<file path="src/sv/mks_pkg.sv">
// Shared types and constants for the matrix keypad scanner.
// No dependencies; every other file refers to this package by scoped names.
package mks_pkg;

    localparam int ROW_COUNT  = 3;
    localparam int COL_COUNT  = 3;
    localparam int KEY_W      = ROW_COUNT * COL_COUNT;
    localparam int CODE_W     = (KEY_W > 1) ? $clog2(KEY_W) : 1;
    localparam int ROW_W      = (ROW_COUNT > 1) ? $clog2(ROW_COUNT) : 1;
    localparam int FIFO_DEPTH = 16;

    localparam int GAP_W    = 16;
    localparam int SETTLE_W = 8;
    localparam int TICK_W   = 32;

    localparam logic [GAP_W-1:0]    GAP_RESET    = 16'd100;
    localparam logic [SETTLE_W-1:0] SETTLE_RESET = 8'd9;

    localparam int APB_ADDR_W = 3;
    localparam int APB_DATA_W = 32;

    // register index, taken from paddr[2]
    localparam logic REG_REPEAT_GAP = 1'b0;
    localparam logic REG_SETTLE     = 1'b1;

    // command word function codes
    localparam logic FUNC_TICK = 1'b0;
    localparam logic FUNC_READ = 1'b1;

    // entries in the result queue ahead of the output port
    localparam int OUTQ_DEPTH = 3;
    localparam int OUTQ_PTR_W = 2;
    localparam int OUTQ_CNT_W = 2;

    typedef struct packed {
        logic              push;
        logic [CODE_W-1:0] code;
    } push_req_t;

    typedef struct packed {
        logic push_ok;
        logic pop_ok;
        logic overflow;
    } fifo_stat_t;

endpackage

</file>
<file path="src/sv/mks_if.sv">
// Valid/ready channel interfaces for the keypad scanner command and response words.
// Depends on mks_pkg for field widths.
interface mks_cmd_if;
    logic                     valid;
    logic                     ready;
    logic                     func;
    logic [mks_pkg::KEY_W-1:0] key_matrix;

    modport source (output valid, output func, output key_matrix, input ready);
    modport sink   (input valid, input func, input key_matrix, output ready);
endinterface

interface mks_rsp_if #(parameter int CountW = 5);
    logic                      valid;
    logic                      ready;
    logic                      key_valid;
    logic [mks_pkg::CODE_W-1:0] key_code;
    logic                      key_accepted;
    logic [CountW-1:0]         fifo_count;
    logic                      overflow;
    logic                      scan_pending;

    modport source (output valid, output key_valid, output key_code, output key_accepted,
                    output fifo_count, output overflow, output scan_pending, input ready);
    modport sink   (input valid, input key_valid, input key_code, input key_accepted,
                    input fifo_count, input overflow, input scan_pending, output ready);
endinterface

</file>
<file path="src/sv/mks_scan_engine.sv">
// Tick counter, row detect, settle wait and column scan with repeat suppression.
// Depends on mks_pkg.
module mks_scan_engine
(
    input  logic                           clk,
    input  logic                           rst_n,
    input  logic                           tick,
    input  logic [mks_pkg::KEY_W-1:0]      key_matrix,
    input  logic [mks_pkg::GAP_W-1:0]      repeat_gap,
    input  logic [mks_pkg::SETTLE_W-1:0]   settle_ticks,
    output mks_pkg::push_req_t             push_req,
    output logic                           pending_next
);

    logic [mks_pkg::TICK_W-1:0]   tick_reg, tick_next, tick_inc, age;
    logic                         pending_reg;
    logic [mks_pkg::SETTLE_W-1:0] settle_reg, settle_next, settle_dec;
    logic [mks_pkg::ROW_W-1:0]    row_reg, row_next, row_sel;
    logic [mks_pkg::CODE_W-1:0]   last_code_reg, last_code_next;
    logic [mks_pkg::TICK_W-1:0]   last_time_reg, last_time_next;

    logic                          row_found;
    logic [mks_pkg::COL_COUNT-1:0] row_bits;
    logic [mks_pkg::CODE_W-1:0]    base, cand, hit_code;
    logic                          hit, age_big;

    always_comb
    begin
        row_found = 1'b0;
        row_sel   = '0;
        // walk down so the lowest active row wins
        for (int r = mks_pkg::ROW_COUNT - 1; r >= 0; r--)
        begin
            if (|key_matrix[r*mks_pkg::COL_COUNT +: mks_pkg::COL_COUNT])
            begin
                row_found = 1'b1;
                row_sel   = mks_pkg::ROW_W'(r);
            end
        end

        row_bits = '0;
        base     = '0;
        for (int r = 0; r < mks_pkg::ROW_COUNT; r++)
        begin
            if (row_reg == mks_pkg::ROW_W'(r))
            begin
                row_bits = key_matrix[r*mks_pkg::COL_COUNT +: mks_pkg::COL_COUNT];
                base     = mks_pkg::CODE_W'(r * mks_pkg::COL_COUNT);
            end
        end

        tick_inc = tick_reg + 1'b1;
        age      = tick_inc - last_time_reg;
        age_big  = age > mks_pkg::TICK_W'(repeat_gap);

        hit      = 1'b0;
        hit_code = '0;
        cand     = '0;
        for (int c = mks_pkg::COL_COUNT - 1; c >= 0; c--)
        begin
            cand = base + mks_pkg::CODE_W'(c);
            if (row_bits[c] && ((cand != last_code_reg) || age_big))
            begin
                hit      = 1'b1;
                hit_code = cand;
            end
        end

        settle_dec = (settle_reg != '0) ? settle_reg - 1'b1 : '0;

        tick_next      = tick_reg;
        pending_next   = pending_reg;
        settle_next    = settle_reg;
        row_next       = row_reg;
        last_code_next = last_code_reg;
        last_time_next = last_time_reg;
        push_req.push  = 1'b0;
        push_req.code  = hit_code;

        if (tick)
        begin
            tick_next = tick_inc;
            if (pending_reg)
            begin
                settle_next = settle_dec;
                if (settle_dec == '0)
                begin
                    pending_next = 1'b0;
                    if (hit)
                    begin
                        push_req.push  = 1'b1;
                        last_code_next = hit_code;
                        last_time_next = tick_inc;
                    end
                end
            end
            else if (row_found)
            begin
                pending_next = 1'b1;
                row_next     = row_sel;
                settle_next  = (settle_ticks != '0) ? settle_ticks
                                                    : mks_pkg::SETTLE_W'(1);
            end
        end
    end

    always_ff @(posedge clk or negedge rst_n)
    begin
        if (!rst_n)
        begin
            tick_reg      <= '0;
            pending_reg   <= 1'b0;
            settle_reg    <= '0;
            row_reg       <= '0;
            last_code_reg <= '0;
            last_time_reg <= '0;
        end
        else
        begin
            tick_reg      <= tick_next;
            pending_reg   <= pending_next;
            settle_reg    <= settle_next;
            row_reg       <= row_next;
            last_code_reg <= last_code_next;
            last_time_reg <= last_time_next;
        end
    end

endmodule

</file>
<file path="src/sv/mks_key_fifo.sv">
// Key code FIFO: storage array, pointers, fill count, sticky overflow, registered read.
// Depends on mks_pkg.
module mks_key_fifo
#(
    parameter int FIFO_DEPTH = mks_pkg::FIFO_DEPTH
)
(
    input  logic                        clk,
    input  logic                        rst_n,
    input  mks_pkg::push_req_t          push_req,
    input  logic                        pop,
    output mks_pkg::fifo_stat_t         stat,
    output logic [$clog2(FIFO_DEPTH+1)-1:0] count_next,
    output logic [mks_pkg::CODE_W-1:0]  rdata
);

    localparam int PTR_W = $clog2(FIFO_DEPTH);
    localparam int CNT_W = $clog2(FIFO_DEPTH + 1);

    logic [mks_pkg::CODE_W-1:0] mem [FIFO_DEPTH];
    logic [PTR_W-1:0]           wr_ptr_reg, rd_ptr_reg;
    logic [CNT_W-1:0]           count_reg;
    logic                       overflow_reg;
    logic [mks_pkg::CODE_W-1:0] rdata_reg;
    logic                       full, push_ok, pop_ok;

    assign full    = (count_reg == CNT_W'(FIFO_DEPTH));
    assign push_ok = push_req.push && !full;
    assign pop_ok  = pop && (count_reg != '0);

    assign stat.push_ok  = push_ok;
    assign stat.pop_ok   = pop_ok;
    assign stat.overflow = overflow_reg || (push_req.push && full);

    // push and pop never come from the same word
    always_comb
    begin
        case ({push_ok, pop_ok})
            2'b10:   count_next = count_reg + 1'b1;
            2'b01:   count_next = count_reg - 1'b1;
            default: count_next = count_reg;
        endcase
    end

    always_ff @(posedge clk or negedge rst_n)
    begin
        if (!rst_n)
        begin
            wr_ptr_reg   <= '0;
            rd_ptr_reg   <= '0;
            count_reg    <= '0;
            overflow_reg <= 1'b0;
        end
        else
        begin
            count_reg    <= count_next;
            overflow_reg <= stat.overflow;
            if (push_ok)
            begin
                wr_ptr_reg <= (wr_ptr_reg == PTR_W'(FIFO_DEPTH - 1)) ? '0
                                                                     : wr_ptr_reg + 1'b1;
            end
            if (pop_ok)
            begin
                rd_ptr_reg <= (rd_ptr_reg == PTR_W'(FIFO_DEPTH - 1)) ? '0
                                                                     : rd_ptr_reg + 1'b1;
            end
        end
    end

    always_ff @(posedge clk)
    begin
        if (push_ok)
        begin
            mem[wr_ptr_reg] <= push_req.code;
        end
        if (pop_ok)
        begin
            rdata_reg <= mem[rd_ptr_reg];
        end
    end

    assign rdata = rdata_reg;

endmodule

</file>
<file path="src/sv/mks_out_queue.sv">
// Small response queue between the result register and the output channel.
// Depends on mks_pkg for its depth.
module mks_out_queue
#(
    parameter int DATA_W = 8
)
(
    input  logic                          clk,
    input  logic                          rst_n,
    input  logic                          push,
    input  logic [DATA_W-1:0]             push_data,
    input  logic                          pop_ready,
    output logic                          valid,
    output logic [DATA_W-1:0]             data,
    output logic [mks_pkg::OUTQ_CNT_W-1:0] count
);

    logic [DATA_W-1:0]              entry_reg [mks_pkg::OUTQ_DEPTH];
    logic [mks_pkg::OUTQ_PTR_W-1:0] wr_ptr_reg, rd_ptr_reg;
    logic [mks_pkg::OUTQ_CNT_W-1:0] count_reg;
    logic                           pop;

    assign valid = (count_reg != '0);
    assign pop   = valid && pop_ready;
    assign data  = entry_reg[rd_ptr_reg];
    assign count = count_reg;

    always_ff @(posedge clk or negedge rst_n)
    begin
        if (!rst_n)
        begin
            wr_ptr_reg <= '0;
            rd_ptr_reg <= '0;
            count_reg  <= '0;
        end
        else
        begin
            if (push)
            begin
                wr_ptr_reg <= (wr_ptr_reg == mks_pkg::OUTQ_PTR_W'(mks_pkg::OUTQ_DEPTH - 1))
                              ? '0 : wr_ptr_reg + 1'b1;
            end
            if (pop)
            begin
                rd_ptr_reg <= (rd_ptr_reg == mks_pkg::OUTQ_PTR_W'(mks_pkg::OUTQ_DEPTH - 1))
                              ? '0 : rd_ptr_reg + 1'b1;
            end
            case ({push, pop})
                2'b10:   count_reg <= count_reg + 1'b1;
                2'b01:   count_reg <= count_reg - 1'b1;
                default: count_reg <= count_reg;
            endcase
        end
    end

    always_ff @(posedge clk)
    begin
        if (push)
        begin
            entry_reg[wr_ptr_reg] <= push_data;
        end
    end

endmodule

</file>
<file path="src/sv/matrix_keypad_scanner.sv">
// Matrix keypad scanner: one command word per cycle while cmd.ready is high; each response
// goes through the result register and then the response queue before it shows on rsp.
// Throughput: one word per cycle; a three-entry response queue lets words keep coming
// until three responses wait in the queue and result register on a stalled rsp channel.
// Reset (rst_n, async, low): pointers, counts, flags and tick counter clear;
// repeat_gap = 100, settle_ticks = 9. FIFO contents are not cleared.
module matrix_keypad_scanner
#(
    parameter int FIFO_DEPTH = mks_pkg::FIFO_DEPTH
)
(
    input  logic                            clk,
    input  logic                            rst_n,
    mks_cmd_if.sink                         cmd,
    mks_rsp_if.source                       rsp,
    input  logic                            psel,
    input  logic                            penable,
    input  logic                            pwrite,
    input  logic [mks_pkg::APB_ADDR_W-1:0]  paddr,
    input  logic [mks_pkg::APB_DATA_W-1:0]  pwdata,
    output logic [mks_pkg::APB_DATA_W-1:0]  prdata,
    output logic                            pready
);

    localparam int CNT_W = $clog2(FIFO_DEPTH + 1);
    localparam int RSP_W = 1 + mks_pkg::CODE_W + 1 + CNT_W + 1 + 1;

    // configuration registers
    logic [mks_pkg::GAP_W-1:0]    gap_reg;
    logic [mks_pkg::SETTLE_W-1:0] settle_reg;
    logic                         cfg_wr;

    assign pready = 1'b1;
    assign cfg_wr = psel && penable && pwrite;

    always_ff @(posedge clk or negedge rst_n)
    begin
        if (!rst_n)
        begin
            gap_reg    <= mks_pkg::GAP_RESET;
            settle_reg <= mks_pkg::SETTLE_RESET;
        end
        else if (cfg_wr)
        begin
            case (paddr[2])
                mks_pkg::REG_REPEAT_GAP: gap_reg    <= pwdata[mks_pkg::GAP_W-1:0];
                mks_pkg::REG_SETTLE:     settle_reg <= pwdata[mks_pkg::SETTLE_W-1:0];
                default:                 gap_reg    <= gap_reg;
            endcase
        end
    end

    always_comb
    begin
        case (paddr[2])
            mks_pkg::REG_REPEAT_GAP: prdata = mks_pkg::APB_DATA_W'(gap_reg);
            mks_pkg::REG_SETTLE:     prdata = mks_pkg::APB_DATA_W'(settle_reg);
            default:                 prdata = '0;
        endcase
    end

    // command acceptance
    logic                            accept, tick, pop;
    logic [mks_pkg::OUTQ_CNT_W-1:0]  q_count;
    logic                            a_valid_reg;

    assign cmd.ready = ({1'b0, q_count} + {{mks_pkg::OUTQ_CNT_W{1'b0}}, a_valid_reg})
                       < (mks_pkg::OUTQ_CNT_W+1)'(mks_pkg::OUTQ_DEPTH);
    assign accept    = cmd.valid && cmd.ready;
    assign tick      = accept && (cmd.func == mks_pkg::FUNC_TICK);
    assign pop       = accept && (cmd.func == mks_pkg::FUNC_READ);

    mks_pkg::push_req_t         push_req;
    logic                       pending_next;
    mks_pkg::fifo_stat_t        fstat;
    logic [CNT_W-1:0]           count_next;
    logic [mks_pkg::CODE_W-1:0] rdata;

    mks_scan_engine u_scan
    (
        .clk          (clk),
        .rst_n        (rst_n),
        .tick         (tick),
        .key_matrix   (cmd.key_matrix),
        .repeat_gap   (gap_reg),
        .settle_ticks (settle_reg),
        .push_req     (push_req),
        .pending_next (pending_next)
    );

    mks_key_fifo #(.FIFO_DEPTH(FIFO_DEPTH)) u_fifo
    (
        .clk        (clk),
        .rst_n      (rst_n),
        .push_req   (push_req),
        .pop        (pop),
        .stat       (fstat),
        .count_next (count_next),
        .rdata      (rdata)
    );

    // result register; the popped code arrives from the FIFO read register
    logic             a_key_valid_reg, a_accepted_reg, a_overflow_reg, a_pending_reg;
    logic [CNT_W-1:0] a_count_reg;

    always_ff @(posedge clk or negedge rst_n)
    begin
        if (!rst_n)
        begin
            a_valid_reg <= 1'b0;
        end
        else
        begin
            a_valid_reg <= accept;
        end
    end

    always_ff @(posedge clk)
    begin
        if (accept)
        begin
            a_key_valid_reg <= fstat.pop_ok;
            a_accepted_reg  <= fstat.push_ok;
            a_count_reg     <= count_next;
            a_overflow_reg  <= fstat.overflow;
            a_pending_reg   <= pending_next;
        end
    end

    logic [mks_pkg::CODE_W-1:0] a_code;
    logic [RSP_W-1:0]           a_word, q_word;

    assign a_code = a_key_valid_reg ? rdata : '0;
    assign a_word = {a_key_valid_reg, a_code, a_accepted_reg, a_count_reg,
                     a_overflow_reg, a_pending_reg};

    mks_out_queue #(.DATA_W(RSP_W)) u_outq
    (
        .clk       (clk),
        .rst_n     (rst_n),
        .push      (a_valid_reg),
        .push_data (a_word),
        .pop_ready (rsp.ready),
        .valid     (rsp.valid),
        .data      (q_word),
        .count     (q_count)
    );

    assign {rsp.key_valid, rsp.key_code, rsp.key_accepted, rsp.fifo_count,
            rsp.overflow, rsp.scan_pending} = q_word;

endmodule

</file>
<file path="src/flat_wrapper.sv">
// flat-port wrapper written by rule: the top's interface ports become plain ports
module matrix_keypad_scanner_flat 
#(
    parameter int FIFO_DEPTH = mks_pkg::FIFO_DEPTH
)
  (clk, rst_n, psel, penable, pwrite, paddr, pwdata, prdata, pready, cmd_valid, cmd_func, cmd_key_matrix, cmd_ready, rsp_valid, rsp_key_valid, rsp_key_code, rsp_key_accepted, rsp_fifo_count, rsp_overflow, rsp_scan_pending, rsp_ready);
  mks_cmd_if cmd_i ();
  mks_rsp_if #(.CountW(5)) rsp_i ();
  input  logic clk;
  input  logic rst_n;
  input  logic psel;
  input  logic penable;
  input  logic pwrite;
  input  logic [mks_pkg::APB_ADDR_W-1:0] paddr;
  input  logic [mks_pkg::APB_DATA_W-1:0] pwdata;
  output logic [mks_pkg::APB_DATA_W-1:0] prdata;
  output logic pready;
  input wire logic [$bits(cmd_i.valid)-1:0] cmd_valid;
  input wire logic [$bits(cmd_i.func)-1:0] cmd_func;
  input wire logic [$bits(cmd_i.key_matrix)-1:0] cmd_key_matrix;
  output wire logic [$bits(cmd_i.ready)-1:0] cmd_ready;
  output wire logic [$bits(rsp_i.valid)-1:0] rsp_valid;
  output wire logic [$bits(rsp_i.key_valid)-1:0] rsp_key_valid;
  output wire logic [$bits(rsp_i.key_code)-1:0] rsp_key_code;
  output wire logic [$bits(rsp_i.key_accepted)-1:0] rsp_key_accepted;
  output wire logic [$bits(rsp_i.fifo_count)-1:0] rsp_fifo_count;
  output wire logic [$bits(rsp_i.overflow)-1:0] rsp_overflow;
  output wire logic [$bits(rsp_i.scan_pending)-1:0] rsp_scan_pending;
  input wire logic [$bits(rsp_i.ready)-1:0] rsp_ready;
  assign cmd_i.valid = cmd_valid;
  assign cmd_i.func = cmd_func;
  assign cmd_i.key_matrix = cmd_key_matrix;
  assign cmd_ready = cmd_i.ready;
  assign rsp_valid = rsp_i.valid;
  assign rsp_key_valid = rsp_i.key_valid;
  assign rsp_key_code = rsp_i.key_code;
  assign rsp_key_accepted = rsp_i.key_accepted;
  assign rsp_fifo_count = rsp_i.fifo_count;
  assign rsp_overflow = rsp_i.overflow;
  assign rsp_scan_pending = rsp_i.scan_pending;
  assign rsp_i.ready = rsp_ready;
  matrix_keypad_scanner #(.FIFO_DEPTH(FIFO_DEPTH)) u_core (.clk(clk), .rst_n(rst_n), .cmd(cmd_i), .rsp(rsp_i), .psel(psel), .penable(penable), .pwrite(pwrite), .paddr(paddr), .pwdata(pwdata), .prdata(prdata), .pready(pready));
endmodule
</file>
<file path="config.mk">
export PLATFORM = sky130hd
export DESIGN_NAME = matrix_keypad_scanner_flat
export DESIGN_NICKNAME = d
export VERILOG_FILES = /design/src/sv/mks_pkg.sv /design/src/sv/mks_if.sv /design/src/sv/mks_scan_engine.sv /design/src/sv/mks_key_fifo.sv /design/src/sv/mks_out_queue.sv /design/src/sv/matrix_keypad_scanner.sv /design/src/flat_wrapper.sv
export SDC_FILE = /design/constraint.sdc
export NUM_CORES = 1
export LEC_CHECK = 0
export BUFFER_PORTS_ARGS = -buffer_cell sky130_fd_sc_hd__buf_2
export CORE_MARGIN = 5
export CORE_UTILIZATION = 50
export CTS_BUF_LIST = sky130_fd_sc_hd__clkbuf_16
export DETAILED_ROUTE_END_ITERATION = 10
export GPL_TIMING_DRIVEN = 0
export PLACE_DENSITY = 0.78
export SLEW_MARGIN = 20
export SYNTH_ARGS = -nofsm -noshare
export SYNTH_HDL_FRONTEND = slang
export SYNTH_HIERARCHICAL = 1
export SYNTH_SLANG_ARGS = --single-unit
export TNS_END_PERCENT = 20
</file>
<file path="constraint.sdc">
create_clock -name clk -period 9.4 [get_ports clk]
set_clock_uncertainty 0.15 [all_clocks]
set_input_delay 0.94 -clock clk [delete_from_list [all_inputs] [get_ports clk]]
set_output_delay 0.94 -clock clk [all_outputs]
set_load 0.03 [all_outputs]
</file>
* After elaboration in Yosys (flattened, before gate mapping)
Memory sizes are Yosys's and may differ from the RTL's. A register that Yosys moved wholly into a read port is not among the register bits.
Cells that the tools add are included.
** Cells by class
- $add $sub $neg :: 14
- $mul :: 0
- Div/mod/pow operators :: 0
- Order comparisons :: 2
- Eq/ne operators :: 14
- Shift-type cells :: 0
- Mux-type cells :: 41
- Bitwise logic cells :: 3
- Reductions and logical operators :: 33
** Operators with widths (count)
- case mux 32 bit (2 select lines) :: 1
- adder 32 x 1 -> 32 bit (second input constant) :: 1
- greater-than comparator 32 x 16 -> 1 bit :: 1
- 2-to-1 mux 8 bit :: 4
- subtractor 32 bit :: 1
- 2-to-1 mux 4 bit :: 7
- 2-to-1 mux 1 bit :: 18
- nonzero test 8 bit :: 2
- adder 4 x 1 -> 4 bit (second input constant) :: 3
- logical AND 1 bit :: 12
- 2-to-1 mux 2 bit :: 6
- != test 4 bit :: 3
- equality test 2 bit (second input constant) :: 5
- case mux 5 bit (2 select lines) :: 1
- 2-to-1 mux 3 bit :: 3
- OR reduction 3 bit :: 3
- equality test 4 bit (second input constant) :: 2
- zero test 8 bit :: 1
- subtractor 8 x 1 -> 8 bit (second input constant) :: 1
- adder 2 x 1 -> 2 bit (second input constant) :: 3
- equality test 2 x 1 -> 1 bit (second input constant) :: 3
- AND reduction 2 bit :: 3
- nonzero test 2 bit :: 3
- adder 5 x 1 -> 5 bit (second input constant) :: 1
- other kinds (14) :: 19
** Word-level totals
- Flip-flop bits (word level) :: 133
- Bits in latches :: 0
- Bits in writable memories :: 103
- ROM bits :: 0
- Input bits :: 52
- Output and inout bits :: 48
- Logic and storage cells :: 130
- Memories :: 2
** Memories
- u_core.u_fifo.mem :: words 16, width 4, read ports 1, clocked after memory_dff 1, write ports 1, line mks_key_fifo.sv:20 : logic [mks_pkg::CODE_W-1:0] mem [FIFO_DEPTH];
- u_core.u_outq.entry_reg :: words 3, width 13, read ports 1, clocked after memory_dff 0, write ports 1, line mks_out_queue.sv:18 : logic [DATA_W-1:0] entry_reg [mks_pkg::OUTQ_DEPTH];

* Longest topological paths before layout
Gate-level depths: netlist of the first run.
- Depth in word-level cells :: 17
- Depth in mapped cells :: 36
- Mapped depth without buffers :: 33

* Modules after synthesis
Netlist of the first run, hierarchy kept.
** By module, submodules not included
- mks_scan_engine :: instances 1, cells an instance 851, area each 7307.0 um^2, seq. area each 1976.9 um^2
- mks_key_fifo :: instances 1, cells an instance 208, area each 3507.1 um^2, seq. area each 2392.3 um^2
- mks_out_queue :: instances 1, cells an instance 109, area each 1735.4 um^2, seq. area each 1321.3 um^2
- matrix_keypad_scanner :: instances 1, cells an instance 110, area each 1634.1 um^2, seq. area each 902.1 um^2

* Worst setup path after synthesis of the first run
No wires, ideal clock.
- Path type :: register -> register
- Start :: register u_core/u_scan/tick_reg[0] (netlist name)
- End :: register u_core.a_count_reg[4] (data pin)
- Library setup time :: 0.264 ns
- Arrival :: 6.403 ns
- Data required time :: 8.986 ns
- Path slack :: 2.583 ns
- Stages on the path, launching flop included :: 35
- Path buffers :: 3
- Clock period less this slack :: 6.817 ns
- Path through :: dfrtp_1 > ha_1 > and3_1 > and3_1 > clkbuf_1 > and3_1 > nand4_1 > xnor2_1 > ha_1 > nand2_1 > nor2_1 > and3_1 > a22o_1 > nor2_1 > xnor2_1 > ha_1 > nand4_1 > or4_1 > a21oi_1 > nor3b_1 > o21ai_1 > nor4_2 > nand3_1 > nor3_1 > a31o_2 > a41o_4 > inv_6 > buf_12 > a21boi_1 > buf_2 > inv_1 > ha_1 > a21oi_1 > o221ai_2 > xnor2_1
** RTL lines
- start, declared :: line mks_scan_engine.sv:15 : logic [mks_pkg::TICK_W-1:0] tick_reg, tick_next, tick_inc, age;
- start signal, assigned :: line mks_scan_engine.sv:120 : tick_reg <= tick_next;
- end signal, assigned :: line matrix_keypad_scanner.sv:124 : a_count_reg <= count_next;
- end, declared :: line matrix_keypad_scanner.sv:104 : logic [CNT_W-1:0] a_count_reg;

==> summary.txt, run 1 <==
Run status
  – Outcome: completed

Setup path
  – Type of the worst setup path: flip-flop to flip-flop
  – Worst R2R End: u_core/a_count_reg[4]$_DFFE_PP_
  – Worst Setup End Kind: flip-flop
  – Crit Path Max Fanout: 12
  – FF-to-FF setup slack: ~1.1 ns
  – Critical path's largest stage delay: 0.58 ns
  – Worst r2r src: u_core/u_scan/tick_reg[0]$_DFFE_PN0P_
  – CP arrival: 8.41 ns
  – Slowest CP cell: or4_1
  – CP startpoint kind: flip-flop
  – Launch point of the worst path: u_core/u_scan/tick_reg[0]$_DFFE_PN0P_
  – CP endpoint: u_core/a_count_reg[4]$_DFFE_PP_
  – Req. time, crit path: 9.52 ns
  – R2R depth: 34

Clock network
  – Post-CTS Setup Bufs: 0
  – CTS tree: done
  – Clock Path Buffers: 3
  – Clk root buf: clkbuf_16
  – PostCTS Resize Cnt: 0
  – Reg clk slew, reported paths: 0.06 ns
  – Worst-skew pair later-pin latency: 0.54 ns
  – CTS Buf Count: 26
  – Sink Count: 240
  – Hold Buf Count CTS: 0
  – H-tree Lvls: 1

Worst hold path
  – Hold crit path type: input port to asynchronous set/reset pin

STA
  – Hold_ws: 0.116 ns
  – Setup WS post-layout: 1.11 ns
  – Setup TNS: 0 ns
  – Relative slew slack: 31.6%
  – Unrepaired setup endpoints after global routing: no
  – Final Hold Viols: 0
  – Final setup fails: 0
  – Final worst path period share: 88.2%
  – Highest clock rate: 121 MHz
  – Worst slew pin tran: 1.02 ns
  – Shortest period the worst path allows: 8.29 ns
  – Pins Over Slew Limit: 0

Finish
  – Diode count: 0
  – Nets: between 1500 and 2000
  – Layout cells sized above 1: 19.9%
  – Post-route insts no fill: 1783
  – Area growth syn-to-layout: 12.0%
  – Largest register FFs: 64
  – Layout Utilization: 56.9%
  – Fill count: 2352

Die
  – Initial Util: between 50% and 60%
  – Die area: around 0.032 mm2
  – Core ar.: between 0.02 and 0.03 mm2
  – Chip height: 178 um
  – Total I/O pin count: 100
  – Core Rows: 61
  – Die width: 178 um

Synthesis
  – EDFF count, synth: approximately 120
  – Post-synth top flop: dfrtp_1
  – Cell count after synthesis: approximately 1300
  – Synth Register Bits: 240
  – Post-synth cell types: 92
  – Synth warnings: 6
  – Async set or reset register ratio after synthesis: ~52%
  – Post-synthesis cell area: between 0.01 and 0.015 mm2
  – Seq/Total Area, Yosys: 46.5%
  – Average cell area after synthesis: roughly 11 um2

Detailed routing
  – DR pass1 iterations: 5
  – Routed vias: slightly above 10000
  – Avg Vias per Cell: 5.69
  – DRT iter0 DRCs: 684
  – Drc violations: 0
  – WL per Instance: 16.9 um
  – Routed Antenna Nets: 0
  – Final WL: approximately 30 mm

Placed design
  – Detail Placement HPWL: 22.3 mm
  – Setup WS pre-CTS: 1.18 ns
  – Gpl congestion: 0.916
  – Post-Place Cells: 1737
  – Port bufs: 63

Pwr
  – Max IR drop VDD: around 180 uV
  – Net Sw Power: about 2000 uW
  – Leakage: 0.00691 uW
  – Sw frac: 40.8%
  – Total power divided by cell area: 312 mW/mm2
  – Comb power frac: 49.9%
  – Sequential power share: 31.2%
  – Clk pwr share: 18.8%
  – Pint: 2940 uW

Global route
  – Vias in the first global route: 10100
  – Initial antenna violation count: 0
  – Largest net degree at the start of global routing: 93
  – First-pass GRT wire length: 50.0 mm
  – Gr usage total: between 10% and 20%
  – Remaining global-route overflow: 0

Job
  – Number of max-cap violations: 0
[final cells by class]
cell class	count	area [um2]	share of cell area [%]
plain buffers	71	467	2.94
clock buffers	26	651	4.10
clock inverters	20	130	0.819
inverters	82	313	1.97
multi-input cells	900	6890	43.4
flip-flops and latches	240	6590	41.5
well taps	378	473	2.98
repair buffers	66	368	2.32
[logic make-up after synthesis]
group | after synthesis | synth area share, %
and+or+nand+nor | 367 | 13.6
buffers and inverters | 153 | 5.50
DFF | 240 | 46.5
other | 2 | 0.0529
adders and majority gates | 65 | 5.79
muxes | 110 | 10.9
xor gates and xnor gates | 97 | 6.09
AOI/OAI and AO/OA | 244 | 11.6
[worst min-delay path by stage]
stage / startpoint / to / slack (ns) / cells past startpoint
floorplan: u_core/u_fifo/overflow_reg$_DFF_PN0_ / u_core/u_fifo/overflow_reg$_DFF_PN0_ / 0.28 / 1
global placement: u_core/u_fifo/overflow_reg$_DFF_PN0_ / u_core/u_fifo/overflow_reg$_DFF_PN0_ / 0.29 / 1
detailed placement: u_core/u_fifo/overflow_reg$_DFF_PN0_ / u_core/u_fifo/overflow_reg$_DFF_PN0_ / 0.30 / 1
CTS: rst_n / u_core/u_scan/tick_reg[9]$_DFFE_PN0P_ / 0.10 / 1
global route: rst_n / u_core/u_scan/tick_reg[9]$_DFFE_PN0P_ / 0.12 / 1
finish: rst_n / u_core/u_scan/tick_reg[9]$_DFFE_PN0P_ / 0.12 / 1
[power by group through the flow]
stage	combinational, uW	sequential (uW)	clock, uW
after floorplan	1890	1520	0
after global placement	2370	1560	0
after detailed placement	2460	1570	0
after CTS	2480	1550	961
after global routing	2750	1570	1010
final	2480	1550	935
[layer usage]
layer / part of all wire, % / up-vias / routed length (um) / GRT usage [%]
met4: 2.2 / 0 / 656 / 4.67
met2: 50 / 277 / 15000 / 33.4
li1: - / 4819 / - / -
met3: 4.9 / 46 / 1490 / 2.50
met5: 0 / - / 0 / 0
met1: 43 / 4997 / 13100 / 25.2
[stage by stage]
step / cell area, um2 / power, uW
after floorplan: 14200 / 3410
after global placement: 15000 / 3920
after detailed placement: 15100 / 4030
after CTS: 15900 / 4990
after global routing: 15900 / 5320
final: 15900 / 4960
[worst max-delay path, delay by kind of cell, from the launching register on]
family / cells / cell delay, ns
simple gates: 14 / 2.68
compound gates: 8 / 1.90
fa+ha+maj: 4 / 1.39
buf+inv: 5 / 0.94
xor+xnor: 3 / 0.51
flops: 1 / 0.46
[Yosys cell counts (6+ instances only)]
cell type  count  area (um2)
and2_1        16         100
a211oi_1       6        45.0
nor2_1        63         236
buf_4         22         165
nor3_1        26         130
edfxtp_1     116        3480
nand4_1       25         156
o21ai_0       31         155
xor2_1        28         245
xnor2_1       68         596
o21a_1         9        67.6
nor2b_1       19         119
nand2_1       97         364
a22oi_1        9        67.6
o211ai_1      11        82.6
and4_1         9        78.8
mux2_2        27         304
nand2b_1      10        62.6
mux4_2        16         360
a21o_1        15         113
and3_1        39         244
mux2_4        40         601
dfrtp_1      119        2980
ha_1          64         801
clkbuf_1      17        63.8
buf_2         21         105
mux2i_1       24         240
a21oi_1       68         340
o21ai_1       23         115
nand3_1       35         175
inv_1         80         300
a31oi_1       11        68.8
[cell usage in the layout (no fill, tap or decap), drive strengths merged, types with 10 or more instances in the layout]
cell and instances:
mux2i 24, a21o 15, xnor2 68, nor2b 19, and3 40, clkbuf 44
and2 17, buf 119, nor2 63, xor2 28, nand2 97, a21oi 74
mux2 70, nand3 35, nand4 27, o211ai 11, ha 64, edfxtp 116
dfrtp 119, a31oi 12, nand2b 10, inv 86, conb 17, and4 10
nor3 27, mux4 16, clkinv 14, o21ai 57
Power figures use the tool's default switching activity.
==> run 2: changes to the inputs <==
- ABC_AREA: unset -> 1
==> summary.txt, run 2 <==
Global route
  – Vias in the first global route: 11700 (+16%)
  – Remaining global-route overflow: 0 (unchanged)
  – First-pass GRT wire length: 57.2 mm (+14%)
  – Largest net degree at the start of global routing: 65 (-30%)
  – Gr usage total: 20.8% (+1.7 points)
  – Initial antenna violation count: 0 (unchanged)

Job
  – Number of max-cap violations: 0 (unchanged)

Finish
  – Layout Utilization: 56.7% (-0.21 points)
  – Diode count: 0 (unchanged)
  – Most common cell after layout, fill and taps aside: nand2_1
  – Commonest non-fill, non-tap cells in the layout: nand2_1, inv_1, nor2_1, dfrtp_1, nand3_1
  – Layout cells sized above 1: 12.2% (-7.6 points)
  – Largest register FFs: 64 (unchanged)
  – Area growth syn-to-layout: 12.0% (about the same)
  – Nets: 2034 (+35%)

STA
  – Setup TNS: 0 ns (unchanged)
  – Hold_ws: 0.183 ns (+0.0673 ns)
  – Final worst path period share: 75.3% (-13 points)
  – Relative slew slack: 47.8% (+16 points)
  – Pins Over Slew Limit: 0 (unchanged)
  – Worst slew pin tran: 0.775 ns (-0.244 ns)
  – Setup WS post-layout: 2.33 ns (+1.22 ns)
  – Final setup fails: 0 (unchanged)
  – Final Hold Viols: 0 (unchanged)
  – Unrepaired setup endpoints after global routing: no
  – Shortest period the worst path allows: 7.07 ns (-1.22 ns)
  – Highest clock rate: 141 MHz (+17%)

Synthesis
  – Post-synth top flop: dfrtp_1
  – Biggest area consumer among synthesized cells: edfxtp_1
  – Cell count after synthesis: 1809 (+42%)
  – Ranking of synthesized cells by area: edfxtp_1, dfrtp_1, nand2_1
  – Count leader, synth: nand2_1
  – Synth warnings: 6 (unchanged)
  – Async set or reset register ratio after synthesis: 51.7% (unchanged)
  – Area share of the largest cell type after synthesis: 24.0% (-0.58 points)
  – Average cell area after synthesis: 8.03 um2 (-28%)
  – Commonest cells post-synth: nand2_1, inv_1, nor2_1
  – EDFF count, synth: 116 (unchanged)
  – Seq/Total Area, Yosys: 45.4% (-1.1 points)
  – Post-synthesis cell area: 0.0145 mm2 (+2.4%)
  – Synth Register Bits: 240 (unchanged)
  – Post-synth cell types: 56 (-39%)

Placed design
  – Setup WS pre-CTS: 2.50 ns (+1.32 ns)
  – Port bufs: 63 (unchanged)
  – Gpl congestion: 0.965 (+5.3%)
  – Detail Placement HPWL: 26.0 mm (+17%)

Pwr
  – Max IR drop VDD: 160 uV (-13%)
  – Leakage: 0.00807 uW (+17%)
  – Total power divided by cell area: 272 mW/mm2 (-13%)
  – Final total power: 4430 uW (-11%)

Clock network
  – CTS Buf Count: 26 (unchanged)
  – Sink Count: 240 (unchanged)
  – Hold Buf Count CTS: 0 (unchanged)
  – PostCTS Resize Cnt: 0 (unchanged)
  – Clock Path Buffers: 3 (unchanged)
  – CTS tree: done
  – Clk root buf: clkbuf_16
  – Reg clk slew, reported paths: 0.06 ns (about the same)
  – H-tree Lvls: 1 (unchanged)
  – Worst-skew pair later-pin latency: 0.54 ns (about the same)
  – Post-CTS Setup Bufs: 0 (unchanged)

Detailed routing
  – Drc violations: 0 (unchanged)
  – Avg Vias per Cell: 5.13 (-9.8%)
  – WL per Instance: 14.6 um (-14%)
  – DRT iter0 DRCs: 960 (+40%)
  – Routed Antenna Nets: 0 (unchanged)
  – Routed vias: 11900 (+17%)
  – DR pass1 iterations: 5 (unchanged)
  – Final WL: 33.9 mm (+12%)

Die
  – Die width: 180 um (+1.1%)
  – Core Rows: 62 (+1.6%)
  – Total I/O pin count: 100 (unchanged)
  – Die area: 0.0326 mm2 (+2.3%)
  – Initial Util: 50.6% (-0.17 points)
  – Core ar.: 0.0287 mm2 (+2.8%)
  – Chip height: 180 um (+1.1%)

Setup path
  – Critical path's largest stage delay: 0.45 ns (-0.13 ns)
  – Worst R2R End: u_core/a_count_reg[4]$_DFFE_PP_
  – Req. time, crit path: 9.54 ns (+0.02 ns)
  – Crit Path Max Fanout: 11 (-1)
  – Slowest CP cell: dfrtp_1
  – Type of the worst setup path: flip-flop to flip-flop
  – CP arrival: 7.22 ns (-1.19 ns)
  – Worst Setup End Kind: flip-flop
  – CP startpoint kind: flip-flop
  – Worst r2r src: u_core/u_scan/tick_reg[0]$_DFFE_PN0P_
  – Most frequent CP cell: nand2_1
  – R2R depth: 50 (+47%)
  – FF-to-FF setup slack: 2.33 ns (+1.22 ns)

Run status
  – Outcome: completed

Worst hold path
  – Hold crit path type: input port to asynchronous set/reset pin
## run 2: cell count changes after synthesis, moves of 27 or more
cell | before | now
nand2_1 | 97 | 546
inv_1 | 80 | 279
nand3_1 | 35 | 117
nor2_1 | 63 | 140
xnor2_1 | 68 | 8
o21ai_0 | 31 | 77
mux2_4 | 40 | 0
and3_1 | 39 | 1
a21oi_1 | 68 | 40
mux2_2 | 27 | 0
## run 2: final cells by class
cell class / instances / area (um2)
buffer: 62 / 449
clock buffer: 26 / 651
clock inverter: 21 / 184
fill: 2550 / 12400
inverter: 286 / 1080
multi-input combinational: 1236 / 6470
sequential: 240 / 6590
tap: 384 / 480
timing repair buffer: 65 / 364
## run 2: worst max path at each step
stage / start / slack, ns / cells after the start / to
6_report: u_core/u_scan/tick_reg[0]$_DFFE_PN0P_ / 2.33 / 50 / u_core/a_count_reg[4]$_DFFE_PP_
5_1_grt: u_core/u_scan/tick_reg[0]$_DFFE_PN0P_ / 1.52 / 51 / u_core/a_count_reg[4]$_DFFE_PP_
4_1_cts: u_core/u_scan/tick_reg[0]$_DFFE_PN0P_ / 2.43 / 50 / u_core/a_count_reg[4]$_DFFE_PP_
3_5_place_dp: u_core/u_scan/tick_reg[0]$_DFFE_PN0P_ / 2.50 / 50 / u_core/a_count_reg[4]$_DFFE_PP_
3_3_place_gp: u_core/u_scan/tick_reg[0]$_DFFE_PN0P_ / 2.55 / 50 / u_core/a_count_reg[4]$_DFFE_PP_
2_1_floorplan: u_core/u_scan/tick_reg[0]$_DFFE_PN0P_ / 3.68 / 48 / u_core/a_count_reg[4]$_DFFE_PP_
## run 2: critical path: cells and delay by family, from the launching register on
kind            cells  cell delay, ns
xor+xnor            1            0.11
simple gates       36            4.20
buf+inv             7            0.63
fa+ha+maj           4            1.05
flops               1            0.45
compound gates      2            0.22
## run 2: per-layer routing
layer / global-route usage, % / share of wire [%]
met1: 27.9 / 44
met2: 36.0 / 49
met3: 2.73 / 5.4
met4: 5.11 / 2.3
met5: 0 / 0
## run 2: cells by family (layout without fill, tap and decap cells)
kind of cell    after synthesis  after routing  synth area share [%]
fa+ha+maj                    65             65                  5.65
compound gates              190            190                  7.90
other cells                   2             17                0.0517
flops                       240            240                  45.4
xor+xnor                     46             46                  2.77
buf+inv                     348            460                  10.5
mux                           7              7                 0.482
simple gates                911            911                  27.3
## run 2: where the power goes
part	total [uW]	switching, uW	leakage, uW	internal, uW
registers	1540	137	0.00266	1400
clock network	992	409	0.000426	584
logic	1900	1290	0.00499	617
total	4430	1830	0.00807	2600
## run 2: stage by stage
step	instances	cell area [um2]
4_1_cts	2320	16300
2_1_floorplan	1824	14600
3_3_place_gp	2271	15400
5_1_grt	2320	16300
3_5_place_dp	2273	15400
6_report	2320	16300
==> run 3: changes to the inputs <==
- ABC_AREA: 1 -> 0
- clock period: 9.4 -> 7.09 ns (I/O delays scaled with it)
==> summary.txt, run 3 (same netlist as run 1, synthesis figures left out) <==
Setup path
  – Type of the worst setup path: flip-flop to flip-flop
  – Most frequent CP cell: xnor2_2
  – Req. time, crit path: 7.21 ns (-2.33 ns)
  – CP arrival: 7.12 ns (-0.10 ns)
  – R2R depth: 33 (-34%)
  – Crit Path Max Fanout: 6 (-5)
  – CP startpoint kind: flip-flop
  – Slowest CP cell: or4_4
  – Critical path's largest stage delay: 0.60 ns (+0.15 ns)
  – Worst Setup End Kind: flip-flop

Global route
  – Initial antenna violation count: 0 (unchanged)
  – Remaining global-route overflow: 0 (unchanged)
  – Gr usage total: 19.5% (-1.3 points)
  – First-pass GRT wire length: 51.1 mm (-11%)
  – Largest net degree at the start of global routing: 93 (+43%)
  – Vias in the first global route: 10200 (-12%)

STA
  – Setup TNS: 0 ns (unchanged)
  – Final Hold Viols: 0 (unchanged)
  – Hold_ws: 0.249 ns (+0.0663 ns)
  – Pins Over Slew Limit: 0 (unchanged)
  – Highest clock rate: 143 MHz (+0.97%)
  – Final worst path period share: 98.8% (+24 points)
  – Shortest period the worst path allows: 7.01 ns (-0.0683 ns)
  – Relative slew slack: 28.8% (-19 points)
  – Final setup fails: 0 (unchanged)
  – Unrepaired setup endpoints after global routing: yes
  – Setup WS post-layout: 0.0837 ns (-2.24 ns)
  – Worst slew pin tran: 1.06 ns (+0.286 ns)

Pwr
  – Max IR drop VDD: 246 uV (+54%)
  – Total power divided by cell area: 417 mW/mm2 (+53%)
  – Leakage: 0.00716 uW (-11%)

Detailed routing
  – Drc violations: 0 (unchanged)
  – DR pass1 iterations: 5 (unchanged)
  – DRT iter0 DRCs: 689 (-28%)
  – Met1 wire length: 13.3 mm (-10%)
  – Met2 wire len: 15.9 mm (-3.4%)
  – Final WL: 31.6 mm (-6.8%)
  – Routed Antenna Nets: 0 (unchanged)
  – Routed vias: 10300 (-13%)
  – WL met3: 1.58 mm (-14%)
  – Avg Vias per Cell: 5.71 (+11%)
  – WL per Instance: 17.4 um (+19%)
  – DR top layer: met4

Finish
  – Diode count: 0 (unchanged)
  – Commonest non-fill, non-tap cells in the layout: edfxtp_1, dfrtp_1, nand2_1, inv_1, buf_2
  – Largest register FFs: 64 (unchanged)
  – Layout cells sized above 1: 25.4% (+13 points)
  – Fill count: 2275 (-11%)
  – Design area: 0.0165 mm2 (+1.4%)
  – Layout Utilization: 59.1% (+2.4 points)
  – Area growth syn-to-layout: 16.3%
  – Nets: 1534 (-25%)

Die
  – Initial Util: 50.8% (+0.17 points)
  – Chip height: 178 um (-1.1%)
  – Die area: 0.0318 mm2 (-2.2%)
  – Core ar.: 0.0279 mm2 (-2.7%)
  – Die width: 178 um (-1.1%)
  – Core Rows: 61 (-1.6%)
  – Total I/O pin count: 100 (unchanged)

Placed design
  – Detail Placement HPWL: 22.3 mm (-14%)
  – Post-place instance area: 0.0151 mm2 (-2.1%)
  – Port bufs: 63 (unchanged)
  – Gpl congestion: 0.916 (-5.0%)
  – Setup WS pre-CTS: -1.13 ns (-3.63 ns)

Clock network
  – Clock Path Buffers: 3 (unchanged)
  – H-tree Lvls: 1 (unchanged)
  – CTS Buf Count: 26 (unchanged)
  – Reg clk slew, reported paths: 0.06 ns (about the same)
  – Clk root buf: clkbuf_16
  – Sink Count: 240 (unchanged)
  – CTS tree: done
  – Worst-skew pair later-pin latency: 0.54 ns (about the same)

Job
  – Number of max-cap violations: 0 (unchanged)

Run status
  – Outcome: completed

Worst hold path
  – Hold crit path type: input port to flip-flop
  – WHS Path Cells: 2
==> run 3: worst paths after layout <==
check	from	endpoint	slack, ns
setup reg to reg	u_core/u_scan/tick_reg[0]$_DFFE_PN0P_	u_core/a_count_reg[4]$_DFFE_PP_	0.08
min in group asynchronous	rst_n	u_core/u_scan/tick_reg[9]$_DFFE_PN0P_	0.48
max in group asynchronous	rst_n	u_core/u_scan/tick_reg[0]$_DFFE_PN0P_	5.55
hold reg to reg	u_core/u_fifo/overflow_reg$_DFF_PN0_	u_core/u_fifo/overflow_reg$_DFF_PN0_	0.32
setup / recovery	u_core/u_scan/tick_reg[0]$_DFFE_PN0P_	u_core/a_count_reg[4]$_DFFE_PP_	0.08
hold / removal	pwdata[12]	u_core/gap_reg[12]$_DFFE_PN0P_	0.25
==> run 3: critical path: cells and delay by family (launching register included) <==
family | cells | cell delay (ns)
AOI/OAI and AO/OA | 8 | 1.32
xor gates and xnor gates | 4 | 0.62
adders and majority gates | 4 | 0.99
buffers and inverters | 3 | 0.34
DFF | 1 | 0.43
muxes | 1 | 0.18
and+or+nand+nor | 13 | 2.66
==> run 3: per-layer routing <==
| layer | vias to the layer above | GRT usage, % |
|---|---|---|
| met3 | 67 | 2.56 |
| met1 | 5122 | 25.4 |
| met4 | 0 | 4.54 |
| li1 | 4885 | - |
| met2 | 272 | 34.7 |
| met5 | - | 0 |
==> run 3: timing repair <==
action                     4_1_cts  5_1_grt
setup endpoints to repair       95       54
hold endpoints to repair        32        0
setup buffers                   13       20
resized for setup               34       45
pin swaps                       12       27
hold buffers                     1        0
==> run 3: cell type report <==
cell class	count	area [um2]	share of cell area (%)
clock buffer	26	651	3.94
multi-input combinational	900	7230	43.8
inverter	82	315	1.91
buffer	67	464	2.81
sequential	240	6600	40.0
clock inverter	20	130	0.789
timing repair buffer	100	638	3.87
tap	378	473	2.87
==> run 3: through the flow <==
| step | cells | total power (uW) |
|---|---|---|
| 2_1_floorplan | 1293 | 4520 |
| 3_3_place_gp | 1734 | 5200 |
| 3_5_place_dp | 1737 | 5340 |
| 4_1_cts | 1796 | 6680 |
| 5_1_grt | 1813 | 7350 |
| 6_report | 1813 | 6870 |
==> run 3: where the power goes <==
| part | total, uW | internal (uW) | switching, uW | leakage [uW] |
|---|---|---|---|---|
| Combinational | 3560 | 1490 | 2060 | 0.00410 |
| Clock | 1250 | 701 | 544 | 0.000400 |
| Sequential | 2070 | 1850 | 219 | 0.00266 |
| Total | 6870 | 4050 | 2830 | 0.00716 |
